<file path="config.mk">
export PLATFORM = sky130hd
export DESIGN_NAME = trapezoid_position_profile_top_flat
export DESIGN_NICKNAME = d
export VERILOG_FILES = /design/src/hdl/tpp_pkg.sv /design/src/hdl/tpp_if.sv /design/src/hdl/trapezoid_position_profile_top.sv /design/src/hdl/tpp_csr.sv /design/src/hdl/tpp_sequencer.sv /design/src/hdl/tpp_datapath.sv /design/src/flat_wrapper.sv
export SDC_FILE = /design/constraint.sdc
export NUM_CORES = 2
export LEC_CHECK = 0
export ABC_AREA = 1
export BUFFER_PORTS_ARGS = -buffer_cell sky130_fd_sc_hd__buf_2
export CAP_MARGIN = 20
export CORE_MARGIN = 4
export CORE_UTILIZATION = 60
export CTS_CLUSTER_SIZE = 28
export DETAILED_ROUTE_END_ITERATION = 10
export PLACE_DENSITY = 0.82
export SYNTH_ARGS = -nofsm -noshare
export SYNTH_HDL_FRONTEND = slang
export SYNTH_SLANG_ARGS = --single-unit
</file>
<file path="constraint.sdc">
create_clock -name clock -period 13.7 [get_ports clock]
set_input_delay 0.685 -clock clock [delete_from_list [all_inputs] [get_ports clock]]
set_output_delay 0.685 -clock clock [all_outputs]
set_load 0.03 [all_outputs]
</file>
<file path="src/hdl/tpp_pkg.sv">
package tpp_pkg;

   // Number formats.
   localparam int VALUE_WIDTH  = 32;
   localparam int FRAC_BITS    = 20;
   localparam int LIMIT_WIDTH  = 31;
   localparam int PERIOD_WIDTH = 24;
   localparam int DELTA_WIDTH  = VALUE_WIDTH + 1;
   localparam int DENOM_WIDTH  = LIMIT_WIDTH + 1;
   localparam int MUL_WIDTH    = (DELTA_WIDTH > DENOM_WIDTH) ? DELTA_WIDTH : DENOM_WIDTH;
   localparam int PROD_WIDTH   = 2 * MUL_WIDTH;
   localparam int CALC_WIDTH   = ((VALUE_WIDTH > DENOM_WIDTH) ? VALUE_WIDTH : DENOM_WIDTH) + 2;

   // Snap distance is 1e-4 rad and the brake margin 1e-6, both rounded to the fraction grid.
   localparam longint SNAP_EPS_RAW = ((longint'(1) << FRAC_BITS) + 5000) / 10000;
   localparam longint ACC_EPS_RAW  = ((longint'(1) << FRAC_BITS) + 500000) / 1000000;
   localparam longint ACC_EPS      = (ACC_EPS_RAW > 0) ? ACC_EPS_RAW : 1;
   localparam logic [DELTA_WIDTH-1:0] SNAP_DIST = DELTA_WIDTH'(SNAP_EPS_RAW);
   localparam logic [DENOM_WIDTH-1:0] ACC_PAD   = DENOM_WIDTH'(ACC_EPS);

   // Register map.
   localparam int CSR_ADDR_WIDTH  = 5;
   localparam int CSR_DATA_WIDTH  = 32;
   localparam int CSR_INDEX_WIDTH = 3;
   localparam logic [CSR_INDEX_WIDTH-1:0] REG_ENABLE      = 3'd0;
   localparam logic [CSR_INDEX_WIDTH-1:0] REG_MODE        = 3'd1;
   localparam logic [CSR_INDEX_WIDTH-1:0] REG_MAX_SPEED   = 3'd2;
   localparam logic [CSR_INDEX_WIDTH-1:0] REG_MAX_ACCEL   = 3'd3;
   localparam logic [CSR_INDEX_WIDTH-1:0] REG_TICK_PERIOD = 3'd4;

   // Planner modes.
   localparam logic [1:0] MODE_PASS      = 2'd0;
   localparam logic [1:0] MODE_ACCEL     = 2'd1;
   localparam logic [1:0] MODE_TRAPEZOID = 2'd2;

   // Request opcodes.
   localparam logic OP_TICK   = 1'b0;
   localparam logic OP_RESYNC = 1'b1;

   // Multiplier operand selections.
   localparam logic [1:0] MUL_ACC_DT      = 2'd0;
   localparam logic [1:0] MUL_DELTA_DENOM = 2'd1;
   localparam logic [1:0] MUL_VEL_SQ      = 2'd2;
   localparam logic [1:0] MUL_VEL_DT      = 2'd3;

   // Program steps.
   localparam int PC_WIDTH = 4;
   localparam logic [PC_WIDTH-1:0] STEP_DECIDE  = 4'd0;
   localparam logic [PC_WIDTH-1:0] STEP_ACCEL   = 4'd1;
   localparam logic [PC_WIDTH-1:0] STEP_DPROD   = 4'd2;
   localparam logic [PC_WIDTH-1:0] STEP_VPROD   = 4'd3;
   localparam logic [PC_WIDTH-1:0] STEP_BRAKE   = 4'd4;
   localparam logic [PC_WIDTH-1:0] STEP_VNEW    = 4'd5;
   localparam logic [PC_WIDTH-1:0] STEP_MOVE    = 4'd6;
   localparam logic [PC_WIDTH-1:0] STEP_COMMIT  = 4'd7;
   localparam logic [PC_WIDTH-1:0] STEP_SPECIAL = 4'd8;

   typedef struct packed {
      logic                    enable;
      logic [1:0]              mode;
      logic [LIMIT_WIDTH-1:0]  max_speed;
      logic [LIMIT_WIDTH-1:0]  max_accel;
      logic [PERIOD_WIDTH-1:0] tick_period;
   } cfg_type;

   typedef struct packed {
      logic [1:0]          mul_sel;
      logic                ld_delta;
      logic                ld_step;
      logic                ld_dprod;
      logic                ld_vprod;
      logic                ld_brake;
      logic                ld_vnew;
      logic                ld_scaled;
      logic                commit_run;
      logic                commit_special;
      logic                jmp_special;
      logic                fin;
      logic [PC_WIDTH-1:0] target;
   } ctrl_word_type;

   typedef struct packed {
      logic special;
      logic out_free;
   } status_type;

   function automatic ctrl_word_type microcode(input logic [PC_WIDTH-1:0] pc);
      ctrl_word_type cw;
      cw = '0;
      case (pc)
         STEP_DECIDE: begin
            cw.ld_delta    = 1'b1;
            cw.jmp_special = 1'b1;
            cw.target      = STEP_SPECIAL;
         end
         STEP_ACCEL: begin
            cw.mul_sel = MUL_ACC_DT;
            cw.ld_step = 1'b1;
         end
         STEP_DPROD: begin
            cw.mul_sel  = MUL_DELTA_DENOM;
            cw.ld_dprod = 1'b1;
         end
         STEP_VPROD: begin
            cw.mul_sel  = MUL_VEL_SQ;
            cw.ld_vprod = 1'b1;
         end
         STEP_BRAKE: begin
            cw.ld_brake = 1'b1;
         end
         STEP_VNEW: begin
            cw.ld_vnew = 1'b1;
         end
         STEP_MOVE: begin
            cw.mul_sel   = MUL_VEL_DT;
            cw.ld_scaled = 1'b1;
         end
         STEP_COMMIT: begin
            cw.commit_run = 1'b1;
            cw.fin        = 1'b1;
         end
         STEP_SPECIAL: begin
            cw.commit_special = 1'b1;
            cw.fin            = 1'b1;
         end
         default: begin
            cw = '0;
         end
      endcase
      return cw;
   endfunction

endpackage

</file>
<file path="src/hdl/tpp_if.sv">
interface tpp_req_if;
   import tpp_pkg::*;
   logic                          valid;
   logic                          ready;
   logic                          op;
   logic signed [VALUE_WIDTH-1:0] target_angle;
   logic signed [VALUE_WIDTH-1:0] measured_angle;
   modport source (output valid, op, target_angle, measured_angle, input ready);
   modport sink (input valid, op, target_angle, measured_angle, output ready);
endinterface

interface tpp_rsp_if;
   import tpp_pkg::*;
   logic                          valid;
   logic                          ready;
   logic signed [VALUE_WIDTH-1:0] planned_angle;
   logic signed [VALUE_WIDTH-1:0] planned_speed;
   logic                          drive_valid;
   modport source (output valid, planned_angle, planned_speed, drive_valid, input ready);
   modport sink (input valid, planned_angle, planned_speed, drive_valid, output ready);
endinterface

</file>
<file path="src/hdl/trapezoid_position_profile_top.sv">
// Channel    Direction  Handshake       Payload
// req_chan   in         valid/ready     op, target_angle, measured_angle
// rsp_chan   out        valid/ready     planned_angle, planned_speed, drive_valid
// csr_*      in/out     APB, no waits   enable, mode, max_speed, max_accel, tick_period
//
// A planning tick runs eight steps of the microprogram on the shared multiplier, from the
// decision step to the commit; resync, disabled, pass-through, unused-mode and snap
// requests jump to the special step. Requests are accepted only while the sequencer is idle.
// A finished result waits in the output register; a following request is taken meanwhile
// and holds in its final step until that register is free. Reset clears state and registers.
module trapezoid_position_profile_top (
   input  logic                               clock,
   input  logic                               reset,
   tpp_req_if.sink                            req_chan,
   tpp_rsp_if.source                          rsp_chan,
   input  logic                               csr_psel,
   input  logic                               csr_penable,
   input  logic                               csr_pwrite,
   input  logic [tpp_pkg::CSR_ADDR_WIDTH-1:0] csr_paddr,
   input  logic [tpp_pkg::CSR_DATA_WIDTH-1:0] csr_pwdata,
   output logic [tpp_pkg::CSR_DATA_WIDTH-1:0] csr_prdata,
   output logic                               csr_pready
);
   import tpp_pkg::*;

   cfg_type       cfg;
   ctrl_word_type ctrl;
   status_type    status;
   logic          busy;
   logic          start;

   assign req_chan.ready = !busy && !reset;
   assign start          = req_chan.valid && req_chan.ready;

   tpp_csr u_csr (
      .clock       (clock),
      .reset       (reset),
      .csr_psel    (csr_psel),
      .csr_penable (csr_penable),
      .csr_pwrite  (csr_pwrite),
      .csr_paddr   (csr_paddr),
      .csr_pwdata  (csr_pwdata),
      .csr_prdata  (csr_prdata),
      .csr_pready  (csr_pready),
      .cfg         (cfg)
   );

   tpp_sequencer u_sequencer (
      .clock  (clock),
      .reset  (reset),
      .start  (start),
      .status (status),
      .ctrl   (ctrl),
      .busy   (busy)
   );

   tpp_datapath u_datapath (
      .clock              (clock),
      .reset              (reset),
      .start              (start),
      .req_op             (req_chan.op),
      .req_target_angle   (req_chan.target_angle),
      .req_measured_angle (req_chan.measured_angle),
      .cfg                (cfg),
      .ctrl               (ctrl),
      .status             (status),
      .rsp_ready          (rsp_chan.ready),
      .rsp_valid          (rsp_chan.valid),
      .rsp_planned_angle  (rsp_chan.planned_angle),
      .rsp_planned_speed  (rsp_chan.planned_speed),
      .rsp_drive_valid    (rsp_chan.drive_valid)
   );

endmodule

</file>
<file path="src/hdl/tpp_csr.sv">
module tpp_csr (
   input  logic                                 clock,
   input  logic                                 reset,
   input  logic                                 csr_psel,
   input  logic                                 csr_penable,
   input  logic                                 csr_pwrite,
   input  logic [tpp_pkg::CSR_ADDR_WIDTH-1:0]   csr_paddr,
   input  logic [tpp_pkg::CSR_DATA_WIDTH-1:0]   csr_pwdata,
   output logic [tpp_pkg::CSR_DATA_WIDTH-1:0]   csr_prdata,
   output logic                                 csr_pready,
   output tpp_pkg::cfg_type                     cfg
);
   import tpp_pkg::*;

   cfg_type                    cfg_ff;
   cfg_type                    cfg_in;
   logic [CSR_INDEX_WIDTH-1:0] index;
   logic                       wr_en;

   assign index      = csr_paddr[CSR_ADDR_WIDTH-1:2];
   assign wr_en      = csr_psel && csr_penable && csr_pwrite;
   assign csr_pready = 1'b1;
   assign cfg        = cfg_ff;

   always_comb begin
      cfg_in = cfg_ff;
      if (wr_en) begin
         case (index)
            REG_ENABLE:      cfg_in.enable      = csr_pwdata[0];
            REG_MODE:        cfg_in.mode        = csr_pwdata[1:0];
            REG_MAX_SPEED:   cfg_in.max_speed   = csr_pwdata[LIMIT_WIDTH-1:0];
            REG_MAX_ACCEL:   cfg_in.max_accel   = csr_pwdata[LIMIT_WIDTH-1:0];
            REG_TICK_PERIOD: cfg_in.tick_period = csr_pwdata[PERIOD_WIDTH-1:0];
            default:         cfg_in = cfg_ff;
         endcase
      end
   end

   always_comb begin
      case (index)
         REG_ENABLE:      csr_prdata = CSR_DATA_WIDTH'(cfg_ff.enable);
         REG_MODE:        csr_prdata = CSR_DATA_WIDTH'(cfg_ff.mode);
         REG_MAX_SPEED:   csr_prdata = CSR_DATA_WIDTH'(cfg_ff.max_speed);
         REG_MAX_ACCEL:   csr_prdata = CSR_DATA_WIDTH'(cfg_ff.max_accel);
         REG_TICK_PERIOD: csr_prdata = CSR_DATA_WIDTH'(cfg_ff.tick_period);
         default:         csr_prdata = '0;
      endcase
   end

   always_ff @(posedge clock) begin
      if (reset) begin
         cfg_ff <= '0;
      end else begin
         cfg_ff <= cfg_in;
      end
   end

endmodule

</file>
<file path="src/hdl/tpp_sequencer.sv">
module tpp_sequencer (
   input  logic                   clock,
   input  logic                   reset,
   input  logic                   start,
   input  tpp_pkg::status_type    status,
   output tpp_pkg::ctrl_word_type ctrl,
   output logic                   busy
);
   import tpp_pkg::*;

   logic                busy_ff;
   logic                busy_in;
   logic [PC_WIDTH-1:0] pc_ff;
   logic [PC_WIDTH-1:0] pc_in;

   assign ctrl = busy_ff ? microcode(pc_ff) : '0;
   assign busy = busy_ff;

   always_comb begin
      busy_in = busy_ff;
      pc_in   = pc_ff;
      if (!busy_ff) begin
         if (start) begin
            busy_in = 1'b1;
            pc_in   = STEP_DECIDE;
         end
      end else if (ctrl.jmp_special && status.special) begin
         pc_in = ctrl.target;
      end else if (ctrl.fin) begin
         // A final step holds until the result register can take the result.
         if (status.out_free) begin
            busy_in = 1'b0;
         end
      end else begin
         pc_in = pc_ff + 1'b1;
      end
   end

   always_ff @(posedge clock) begin
      if (reset) begin
         busy_ff <= 1'b0;
         pc_ff   <= STEP_DECIDE;
      end else begin
         busy_ff <= busy_in;
         pc_ff   <= pc_in;
      end
   end

endmodule

</file>
<file path="src/hdl/tpp_datapath.sv">
module tpp_datapath (
   input  logic                                 clock,
   input  logic                                 reset,
   input  logic                                 start,
   input  logic                                 req_op,
   input  logic signed [tpp_pkg::VALUE_WIDTH-1:0] req_target_angle,
   input  logic signed [tpp_pkg::VALUE_WIDTH-1:0] req_measured_angle,
   input  tpp_pkg::cfg_type                     cfg,
   input  tpp_pkg::ctrl_word_type               ctrl,
   output tpp_pkg::status_type                  status,
   input  logic                                 rsp_ready,
   output logic                                 rsp_valid,
   output logic signed [tpp_pkg::VALUE_WIDTH-1:0] rsp_planned_angle,
   output logic signed [tpp_pkg::VALUE_WIDTH-1:0] rsp_planned_speed,
   output logic                                 rsp_drive_valid
);
   import tpp_pkg::*;

   localparam logic signed [CALC_WIDTH-1:0] VAL_MAX =
      {{(CALC_WIDTH - VALUE_WIDTH + 1){1'b0}}, {(VALUE_WIDTH - 1){1'b1}}};
   localparam logic signed [CALC_WIDTH-1:0] VAL_MIN = -VAL_MAX - 1;
   localparam logic [LIMIT_WIDTH-1:0] LIM_MAX = {LIMIT_WIDTH{1'b1}};

   // Request and state.
   logic                          op_ff;
   logic signed [VALUE_WIDTH-1:0] target_ff;
   logic signed [VALUE_WIDTH-1:0] measured_ff;
   logic signed [VALUE_WIDTH-1:0] pos_ff, pos_in;
   logic signed [VALUE_WIDTH-1:0] vel_ff, vel_in;

   // Working registers.
   logic [DELTA_WIDTH-1:0]        abs_delta_ff;
   logic                          dir_neg_ff;
   logic [LIMIT_WIDTH-1:0]        step_ff;
   logic [PROD_WIDTH-1:0]         dprod_ff;
   logic [PROD_WIDTH-1:0]         vprod_ff;
   logic                          brake_ff;
   logic signed [VALUE_WIDTH-1:0] vnew_ff, vnew_in;
   logic [LIMIT_WIDTH-1:0]        scaled_ff;

   // Result register.
   logic                          rsp_valid_ff, rsp_valid_in;
   logic signed [VALUE_WIDTH-1:0] rsp_angle_ff;
   logic signed [VALUE_WIDTH-1:0] rsp_speed_ff;
   logic                          rsp_drive_ff;

   logic signed [DELTA_WIDTH-1:0] delta;
   logic [DELTA_WIDTH-1:0]        abs_delta;
   logic                          snap;
   logic                          run_mode;
   logic                          out_free;
   logic                          commit;

   logic [DENOM_WIDTH-1:0]        denom;
   logic [VALUE_WIDTH-1:0]        abs_vel;
   logic [VALUE_WIDTH-1:0]        abs_vnew;
   logic [CALC_WIDTH-1:0]         vmag_wide;
   logic [LIMIT_WIDTH-1:0]        vcap;
   logic [MUL_WIDTH-1:0]          mul_a, mul_b;
   logic [PROD_WIDTH-1:0]         product;

   logic signed [CALC_WIDTH-1:0]  vel_wide, step_wide, vsum, spd_pos, spd_neg;
   logic signed [CALC_WIDTH-1:0]  vclamp, vsat;
   logic                          add_step, wrong_way;

   logic signed [CALC_WIDTH-1:0]  pos_wide, tgt_wide, sc_wide, next_pos, next_sat;
   logic                          overshoot;

   assign delta     = DELTA_WIDTH'(target_ff) - DELTA_WIDTH'(pos_ff);
   assign abs_delta = delta[DELTA_WIDTH-1] ? DELTA_WIDTH'(-delta) : DELTA_WIDTH'(delta);
   assign snap      = abs_delta <= SNAP_DIST;
   assign run_mode  = (cfg.mode == MODE_ACCEL) || (cfg.mode == MODE_TRAPEZOID);
   assign out_free  = !rsp_valid_ff || rsp_ready;

   assign status.special  = (op_ff == OP_RESYNC) || !cfg.enable || !run_mode || snap;
   assign status.out_free = out_free;

   // Shared multiplier.
   assign denom    = {cfg.max_accel, 1'b0} + ACC_PAD;
   assign abs_vel  = vel_ff[VALUE_WIDTH-1] ? VALUE_WIDTH'(-vel_ff) : VALUE_WIDTH'(vel_ff);
   assign abs_vnew = vnew_ff[VALUE_WIDTH-1] ? VALUE_WIDTH'(-vnew_ff) : VALUE_WIDTH'(vnew_ff);
   assign vmag_wide = CALC_WIDTH'(abs_vnew);
   assign vcap = (vmag_wide > CALC_WIDTH'(LIM_MAX)) ? LIM_MAX : LIMIT_WIDTH'(abs_vnew);

   always_comb begin
      case (ctrl.mul_sel)
         MUL_ACC_DT: begin
            mul_a = MUL_WIDTH'(cfg.max_accel);
            mul_b = MUL_WIDTH'(cfg.tick_period);
         end
         MUL_DELTA_DENOM: begin
            mul_a = MUL_WIDTH'(abs_delta_ff);
            mul_b = MUL_WIDTH'(denom);
         end
         MUL_VEL_SQ: begin
            mul_a = MUL_WIDTH'(abs_vel);
            mul_b = MUL_WIDTH'(abs_vel);
         end
         MUL_VEL_DT: begin
            mul_a = MUL_WIDTH'(vcap);
            mul_b = MUL_WIDTH'(cfg.tick_period);
         end
         default: begin
            mul_a = '0;
            mul_b = '0;
         end
      endcase
   end

   assign product = PROD_WIDTH'(mul_a) * PROD_WIDTH'(mul_b);

   // Velocity update: the step speeds up toward the target, or slows down when braking.
   assign vel_wide  = CALC_WIDTH'(vel_ff);
   assign step_wide = CALC_WIDTH'(step_ff);
   assign add_step  = (brake_ff == dir_neg_ff);
   assign vsum      = add_step ? vel_wide + step_wide : vel_wide - step_wide;
   assign spd_pos   = CALC_WIDTH'(cfg.max_speed);
   assign spd_neg   = -spd_pos;
   assign vclamp    = (vsum > spd_pos) ? spd_pos : ((vsum < spd_neg) ? spd_neg : vsum);
   assign vsat      = (vclamp > VAL_MAX) ? VAL_MAX : ((vclamp < VAL_MIN) ? VAL_MIN : vclamp);
   assign wrong_way = dir_neg_ff ? (vsat > 0) : (vsat < 0);
   assign vnew_in   = wrong_way ? '0 : vsat[VALUE_WIDTH-1:0];

   // Position update; the displacement carries the sign of the new velocity.
   assign pos_wide  = CALC_WIDTH'(pos_ff);
   assign tgt_wide  = CALC_WIDTH'(target_ff);
   assign sc_wide   = CALC_WIDTH'(scaled_ff);
   assign next_pos  = vnew_ff[VALUE_WIDTH-1] ? pos_wide - sc_wide : pos_wide + sc_wide;
   assign overshoot = dir_neg_ff ? (next_pos <= tgt_wide) : (next_pos >= tgt_wide);
   assign next_sat  = (next_pos > VAL_MAX) ? VAL_MAX :
                      ((next_pos < VAL_MIN) ? VAL_MIN : next_pos);

   assign commit = (ctrl.commit_run || ctrl.commit_special) && out_free;

   always_comb begin
      pos_in = pos_ff;
      vel_in = vel_ff;
      if (ctrl.commit_run) begin
         if (overshoot) begin
            pos_in = target_ff;
            vel_in = '0;
         end else begin
            pos_in = next_sat[VALUE_WIDTH-1:0];
            vel_in = vnew_ff;
         end
      end else if (ctrl.commit_special) begin
         if (op_ff == OP_RESYNC) begin
            pos_in = measured_ff;
            vel_in = '0;
         end else if (cfg.enable) begin
            // Pass-through, an unused mode and a snap all land on the target.
            pos_in = target_ff;
            vel_in = '0;
         end
      end
   end

   always_comb begin
      rsp_valid_in = rsp_valid_ff;
      if (commit) begin
         rsp_valid_in = 1'b1;
      end else if (rsp_ready) begin
         rsp_valid_in = 1'b0;
      end
   end

   always_ff @(posedge clock) begin
      if (start) begin
         op_ff       <= req_op;
         target_ff   <= req_target_angle;
         measured_ff <= req_measured_angle;
      end
      if (ctrl.ld_delta) begin
         abs_delta_ff <= abs_delta;
         dir_neg_ff   <= delta[DELTA_WIDTH-1];
      end
      if (ctrl.ld_step) begin
         step_ff <= product[PERIOD_WIDTH +: LIMIT_WIDTH];
      end
      if (ctrl.ld_dprod) begin
         dprod_ff <= product;
      end
      if (ctrl.ld_vprod) begin
         vprod_ff <= product;
      end
      if (ctrl.ld_brake) begin
         brake_ff <= dprod_ff <= vprod_ff;
      end
      if (ctrl.ld_vnew) begin
         vnew_ff <= vnew_in;
      end
      if (ctrl.ld_scaled) begin
         scaled_ff <= product[PERIOD_WIDTH +: LIMIT_WIDTH];
      end
      if (commit) begin
         rsp_angle_ff <= pos_in;
         rsp_speed_ff <= vel_in;
         rsp_drive_ff <= cfg.enable && (cfg.mode != MODE_PASS);
      end
   end

   always_ff @(posedge clock) begin
      if (reset) begin
         pos_ff       <= '0;
         vel_ff       <= '0;
         rsp_valid_ff <= 1'b0;
      end else begin
         if (commit) begin
            pos_ff <= pos_in;
            vel_ff <= vel_in;
         end
         rsp_valid_ff <= rsp_valid_in;
      end
   end

   assign rsp_valid         = rsp_valid_ff;
   assign rsp_planned_angle = rsp_angle_ff;
   assign rsp_planned_speed = rsp_speed_ff;
   assign rsp_drive_valid   = rsp_drive_ff;

endmodule

</file>
<file path="src/flat_wrapper.sv">
// flat-port wrapper written by rule: the top's interface ports become plain ports
module trapezoid_position_profile_top_flat import tpp_pkg::*;
  (clock, reset, csr_psel, csr_penable, csr_pwrite, csr_paddr, csr_pwdata, csr_prdata, csr_pready, req_chan_valid, req_chan_op, req_chan_target_angle, req_chan_measured_angle, req_chan_ready, rsp_chan_valid, rsp_chan_planned_angle, rsp_chan_planned_speed, rsp_chan_drive_valid, rsp_chan_ready);
  tpp_req_if req_chan_i ();
  tpp_rsp_if rsp_chan_i ();
  input  logic clock;
  input  logic reset;
  input  logic csr_psel;
  input  logic csr_penable;
  input  logic csr_pwrite;
  input  logic [tpp_pkg::CSR_ADDR_WIDTH-1:0] csr_paddr;
  input  logic [tpp_pkg::CSR_DATA_WIDTH-1:0] csr_pwdata;
  output logic [tpp_pkg::CSR_DATA_WIDTH-1:0] csr_prdata;
  output logic csr_pready;
  input wire logic [$bits(req_chan_i.valid)-1:0] req_chan_valid;
  input wire logic [$bits(req_chan_i.op)-1:0] req_chan_op;
  input wire logic [$bits(req_chan_i.target_angle)-1:0] req_chan_target_angle;
  input wire logic [$bits(req_chan_i.measured_angle)-1:0] req_chan_measured_angle;
  output wire logic [$bits(req_chan_i.ready)-1:0] req_chan_ready;
  output wire logic [$bits(rsp_chan_i.valid)-1:0] rsp_chan_valid;
  output wire logic [$bits(rsp_chan_i.planned_angle)-1:0] rsp_chan_planned_angle;
  output wire logic [$bits(rsp_chan_i.planned_speed)-1:0] rsp_chan_planned_speed;
  output wire logic [$bits(rsp_chan_i.drive_valid)-1:0] rsp_chan_drive_valid;
  input wire logic [$bits(rsp_chan_i.ready)-1:0] rsp_chan_ready;
  assign req_chan_i.valid = req_chan_valid;
  assign req_chan_i.op = req_chan_op;
  assign req_chan_i.target_angle = req_chan_target_angle;
  assign req_chan_i.measured_angle = req_chan_measured_angle;
  assign req_chan_ready = req_chan_i.ready;
  assign rsp_chan_valid = rsp_chan_i.valid;
  assign rsp_chan_planned_angle = rsp_chan_i.planned_angle;
  assign rsp_chan_planned_speed = rsp_chan_i.planned_speed;
  assign rsp_chan_drive_valid = rsp_chan_i.drive_valid;
  assign rsp_chan_i.ready = rsp_chan_ready;
  trapezoid_position_profile_top u_core (.clock(clock), .reset(reset), .req_chan(req_chan_i), .rsp_chan(rsp_chan_i), .csr_psel(csr_psel), .csr_penable(csr_penable), .csr_pwrite(csr_pwrite), .csr_paddr(csr_paddr), .csr_pwdata(csr_pwdata), .csr_prdata(csr_prdata), .csr_pready(csr_pready));
endmodule
</file>
; After elaboration in Yosys (flattened, before gate mapping)
; Cells that the tools add are included.
[classes]
n_eq_ne = 19
multipliers = 1
n_addsub = 11
reduce_logical = 32
n_lt_le_gt_ge = 13
mux = 51
[ops]
columns = cell, count
row1 = 2-to-1 mux 32 bit, 14
row2 = 2-to-1 mux 34 bit, 6
row3 = case mux 31 bit (5 select lines), 1
row4 = case mux 33 bit (4 select lines), 1
row5 = case mux 33 bit (3 select lines), 1
row6 = subtractor 32 x 32 -> 33 bit, 3
row7 = "greater-than comparator 34 x 32 -> 1 bit, second input constant", 2
row8 = "less-than comparator 34 x 32 -> 1 bit, second input constant", 2
row9 = adder 32 x 32 -> 33 bit, 2
row10 = <= comparator 66 bit, 1
row11 = multiplier 33 x 33 -> 66 bit, 1
row12 = negator 32 bit, 2
row13 = >= comparator 34 x 32 -> 1 bit, 1
row14 = "greater-than comparator 34 x 1 -> 1 bit, second input constant", 1
row15 = greater-than comparator 34 x 32 -> 1 bit, 1
row16 = <= comparator 34 x 32 -> 1 bit, 1
row17 = "less-than comparator 34 x 1 -> 1 bit, second input constant", 1
row18 = less-than comparator 34 bit, 1
row19 = negator 31 -> 34 bit, 1
row20 = "<= comparator 33 x 7 -> 1 bit, second input constant", 1
row21 = 2-to-1 mux 33 bit, 1
row22 = negator 33 bit, 1
row23 = "adder 32 x 1 -> 32 bit, second input constant", 1
row24 = "greater-than comparator 32 x 31 -> 1 bit, second input constant", 1
row25 = 26 further kinds, 79
[word_totals]
register_bits = 550
input_bits = 109

; Depth between registers and ports, before layout
[depth]
word_depth = 10
depth_mapped = 55
depth_no_buf = 50

; Cells and area by module
; From an unflattened synthesis, not the netlist that was laid out.
[hier_totals]
hier_cells = 9127
area_unflattened_um2 = 72020.3
[by_module_without_submodules]
columns = module, cells_per_inst, seq_area_each_um2, instances, area_each_um2
row1 = tpp_datapath, 8370, 13042.5, 1, 67375.9
row2 = tpp_csr, 672, 1781.7, 1, 4132.7
row3 = tpp_sequencer, 79, 100.1, 1, 484.2
row4 = trapezoid_position_profile_top, 6, 0.0, 1, 27.5

; Worst setup path before layout
; OpenSTA, ideal clock, no wires.
[synth_path]
path_kind = reg2reg
startpoint = register u_core.u_sequencer.pc_ff[1]
endpoint = register u_core.u_datapath.dprod_ff[48], data pin
arrival_ns = 12.056
setup_slack_ns = 1.379
period_less_slack_ns = 12.321
n_path_buf = 2
path_stages_with_launch = 39
setup_time_ns = 0.265
t_required_ns = 13.435
path_cell_list = dfxtp_1 -> ha_1 -> nand2_1 -> nor2_1 -> nor2_1 -> ha_1 -> inv_1 -> clkbuf_1 -> a21oi_1 -> a22oi_1 -> clkinv_1 -> clkbuf_1 -> nor2_1 -> fa_1 -> fa_1 -> fa_1 -> inv_1 -> fa_1 -> [... 3 more ...] -> fa_1 -> inv_1 -> fa_1 -> inv_1 -> fa_1 -> inv_1 -> ha_1 -> nand2_1 -> o21a_1 -> a21boi_1 -> o21bai_1 -> a21oi_1 -> o21ai_0 -> a21boi_1 -> o21ai_0 -> nand2_1 -> nand3_1 -> nand2_1
[synth_between]
elab_chain_len = 7
word_cells_on_any_way = 13
cone_classes = mul: 1 / eq/ne: 6 / mux: 4 / reduce/logical: 2
[synth_lines]
columns = element, line
row1 = "start, declared", tpp_sequencer.sv:13  ; logic [PC_WIDTH-1:0] pc_ff;
row2 = "start signal, assigned", tpp_sequencer.sv:45  ; pc_ff <= pc_in;
row3 = equality test 4 x 3 -> 1 bit or equality test 4 x 2 -> 1 bit (tied branches), tpp_pkg.sv:90  ; case (pc)
row4 = case mux 2 bit (3 select lines) *, tpp_pkg.sv:90
row5 = 2-to-1 mux 17 bit *, tpp_sequencer.sv:16  ; assign ctrl = busy_ff ? microcode(pc_ff) : '0;
row6 = equality test 2 bit or zero test 2 bit (tied branches), tpp_datapath.sv:86  ; case (ctrl.mul_sel)
row7 = OR reduction 2 bit (no source line), n/a
row8 = case mux 33 bit (3 select lines), tpp_datapath.sv:86
row9 = multiplier 33 x 33 -> 66 bit *, tpp_datapath.sv:110  ; assign product = PROD_WIDTH'(mul_a) * PROD_WIDTH'(mul_b);
row10 = net u_core.u_datapath.product[48], tpp_datapath.sv:60  ; logic [PROD_WIDTH-1:0] product;
row11 = "end signal, assigned", tpp_datapath.sv:181  ; dprod_ff <= product;
row12 = "end, declared", tpp_datapath.sv:35  ; logic [PROD_WIDTH-1:0] dprod_ff;
; Mark *: on every way through the listed nets, which the timed path passes. The rest lies on a longest branch. The select of a mux whose other input is x is not followed.
; A chain may end at the register's enable or synchronous reset.

; Worst setup path after layout
[layout_path]
startpoint = register u_core.u_sequencer.pc_ff[0]
endpoint = register u_core.u_datapath.dprod_ff[46], data pin
; The elaborated chain is that of the path after synthesis.

==> impl_metrics.py <==
metrics = {
    "status": {
        "status": "completed",
    },
    "logic_synthesis": {
        "syn_area_per_cell_um2": 7.90,
        "synth_edf_count": 391,
        "syn-num-nets": 10719,
        "ys_async_sr_fraction_pct": 0,
        "ys_ff_latch": 550,
        "yosys_warnings": 0,
        "synth_cell_types": 72,
        "syn_area_um2": 71900,
        "ys.flop_type": "edfxtp_1",
        "synth_seq_area_share_pct": 20.7,
        "syn_inst": 9110,
    },
    "grt": {
        "grt_usage_pct": 38.8,
        "antenna_found_initial": 4,
        "grt_pass1_vias": 64088,
        "grt_max_degree": 89,
        "grt_pass1_wl_mm": 372,
        "gr-total-overflow": 0,
    },
    "worst_setup_path": {
        "crit_start": "u_core.u_sequencer.pc_ff[0]",
        "cp_max_fo": 32,
        "cp.arrival_ns": 12.63,
        "slowest_stage": "a22oi_1",
        "crit_required_ns": 14.05,
        "cp_slowest_stage_delay_ns": 1.11,
        "cpMostUsedCell": "fa_1",
        "worst_setup_path_start_kind": "flip-flop",
        "rr_startpoint": "u_core.u_sequencer.pc_ff[0]",
        "worstSetupEndpointType": "flip-flop",
        "crit_type": "flip-flop to flip-flop",
    },
    "floorplan": {
        "dieArea_um2": 126000,
        "coreArea_um2": 119000,
        "dieHeight_um": 354,
        "start_util_pct": 60.7,
        "ios": 209,
        "dieWidth_um": 354,
        "rows": 126,
    },
    "clock_tree": {
        "cts_resized": 0,
        "post-cts-setup-buffers": 0,
        "cts_tree": "yes",
        "cts-hold-fix-buffers": 0,
        "clk_pin_slew_worst_paths_ns": 0.06,
        "clkLatencyLatePin_ns": 0.65,
        "cts_root_buf": "clkbuf_16",
        "cts_inserted_buffers": 56,
        "clk_path_buf_depth": 3,
        "clock_sinks": 550,
        "htreeDepth": 2,
    },
    "sta": {
        "max_clock_freq_mhz": 81.4,
        "finalSetupViolCount": 0,
        "tns_ns": 0,
        "finClkSkew_ns": 0.0319,
        "max_slew_margin_pct": 3.52,
        "min_period_ns": 12.28,
        "worst_pin_slew_ns": 1.45,
        "worst_hold_slack_ns": 0.210,
        "timing.final.crit_share_pct": 89.7,
        "rsz0062_at_grt": "false",
        "hold_viol_final": 0,
        "slew_viol_final": 0,
    },
    "place": {
        "placed_cell_area_um2": 74600,
        "hpwlAfterDp_mm": 199,
        "io_buffers": 203,
        "gp_congestion": 1.06,
    },
    "power_and_ir_drop": {
        "clkPwrFrac_pct": 35.5,
        "cellLeakagePower_uw": 0.0382,
        "vdd_drop_max_mv": 0.101,
        "comb_power_share_pct": 23.4,
        "internal_power_uw": 3000,
        "seqPwrFrac_pct": 41.1,
        "power_uw": 4480,
        "power_density_nw_per_um2": 58.5,
        "swShare_pct": 33.1,
        "p_sw_uw": 1480,
    },
    "final_layout": {
        "synthToLayoutAreaGrowth_pct": 6.38,
        "multi_input_area_um2": 48600,
        "fin_util_pct": 64.6,
        "final_layout_size_suffix_gt1_share_pct": 6.35,
        "regArea_um2": 14900,
        "finish.net_count": 10777,
        "fill_cells": 10150,
        "stdcell_area_um2": 76500,
    },
    "hold_path": {
        "worstHoldPathType": "input pin to flip-flop",
        "worstHoldStart": "req_chan_target_angle[6]",
    },
    "routing": {
        "vias_per_cell": 5.93,
        "wl_mm": 245,
        "vias": 64182,
        "postRouteAntennaNets": 0,
        "drc_errors": 0,
        "wl_per_cell_um": 22.7,
        "first_pass_iters": 8,
        "drt_iter0_markers": 7245,
    },
    "run": {
        "cap_violations": 0,
    },
}
-- layout make-up --
class / instances / area share [%]
tap: 1600 / 2.62
antenna: 4 / 0.0131
inverter: 1903 / 9.35
sequential: 550 / 19.5
multi-input combinational: 6337 / 63.5
clock inverter: 31 / 0.472
timing repair buffer: 320 / 2.53
clock buffer: 72 / 1.98
-- cell usage after synthesis, drive strengths merged (15+ instances only) --
master  number  share of area [%]
xnor2       80               0.97
nand3      276                2.0
nand2     1691                8.9
nand4       80               0.71
nor2      1198                6.5
nor4        23               0.22
nor3        91               0.76
clkinv      22               0.11
o211ai      24               0.26
o21ai      470                3.3
o32ai       32               0.39
xor2       151                1.8
o221ai      20               0.24
a22oi       15               0.16
a21oi      520                3.6
o21a        20               0.21
edfxtp     391                 16
fa         931                 26
clkbuf     214                1.1
buf        106               0.86
a31oi       38               0.33
inv       1881                9.8
dfxtp      159                4.4
ha         569                9.9
-- power by group through the flow --
stage          Sequential [uW]  Clock, uW  Combinational, uW
6_report                  1840       1590               1050
5_1_grt                   1840       1670               1140
4_1_cts                   1840       1590               1010
3_5_place_dp              1880          0                996
3_3_place_gp              1880          0                985
2_1_floorplan             1870          0                685
-- cells in the final DEF (no fill, tap or decap), types with 20 or more instances in the layout --
| master | instances |
|---|---|
| o211ai_1 | 22 |
| inv_2 | 26 |
| inv_1 | 1851 |
| nor4_1 | 21 |
| ha_1 | 569 |
| o21ai_1 | 33 |
| clkbuf_16 | 57 |
| nor3_1 | 72 |
| clkinv_1 | 25 |
| a31oi_1 | 38 |
| xor2_1 | 151 |
| nor2_1 | 1151 |
| nor2_2 | 33 |
| xnor2_1 | 80 |
| o21ai_2 | 27 |
| buf_4 | 114 |
| o21ai_0 | 404 |
| o221ai_1 | 20 |
| o32ai_1 | 32 |
| a21oi_1 | 514 |
| nand2_1 | 1677 |
| dfxtp_1 | 159 |
| nand4_1 | 78 |
| nand3_1 | 268 |
| buf_2 | 203 |
| fa_1 | 931 |
| edfxtp_1 | 391 |
-- per-stage QoR --
stage               worst slack [ns]  instances
global route                    1.14      10813
CTS                             1.91      10810
global placement                2.06      10707
floorplan                       1.38       9110
detailed placement              1.97      10707
finish                          1.42      10817
-- worst max-delay path, delay by kind of cell, from the launching register on --
| family | cells | cell delay (ns) |
|---|---|---|
| adder cells (fa/ha/maj) | 11 | 5.08 |
| XOR/XNOR | 1 | 0.53 |
| AO/OA/AOI/OAI | 7 | 2.82 |
| buffers and inverters | 8 | 1.93 |
| flip-flops | 1 | 0.34 |
| AND/OR/NAND/NOR | 7 | 1.23 |
-- path summary, 6_finish.rpt --
kind	end	slack [ns]	cells after the start
worst max register to register	u_core.u_datapath.dprod_ff[46]	1.42	34
worst max-delay path	u_core.u_datapath.dprod_ff[46]	1.42	34
worst min-delay path	u_core.u_datapath.target_ff[6]	0.21	1
worst min register to register	u_core.u_csr.cfg[87]	0.50	2
-- registers in the layout, indices dropped and copies added (netlist names), 31 cells and up --
signal and count:
u_core.u_datapath.step_ff 31, u_core.u_datapath.rsp_planned_angle 32, u_core.u_datapath.rsp_planned_speed 32, u_core.u_datapath.vprod_ff 66, u_core.u_datapath.pos_ff 32, u_core.u_datapath.scaled_ff 31, u_core.u_datapath.abs_delta_ff 33, u_core.u_csr.cfg 89
u_core.u_datapath.dprod_ff 66, u_core.u_datapath.target_ff 32, u_core.u_datapath.vel_ff 32, u_core.u_datapath.vnew_ff 32, u_core.u_datapath.measured_ff 32
-- layer usage --
metal / up-vias / wire length [um] / track usage [%] / part of all wire [%]
met4: 4 / 16600 / 21.6 / 6.8
met2: 3843 / 110000 / 60.8 / 45
met1: 31004 / 91500 / 49.9 / 37
met3: 907 / 27400 / 8.91 / 11
met5: - / 25 / 0 / 0.010
li1: 28424 / - / - / -
-- cell families after synthesis --
kind of cell	Yosys count	synth area share, %
adders and majority gates	1500	35.8
and+or+nand+nor	3393	19.4
buffers and inverters	2223	11.9
AOI/OAI and AO/OA	1211	9.36
other	2	0.0104
DFF	550	20.7
xor gates and xnor gates	231	2.81
Note: power is estimated with default switching activity, not from simulation.
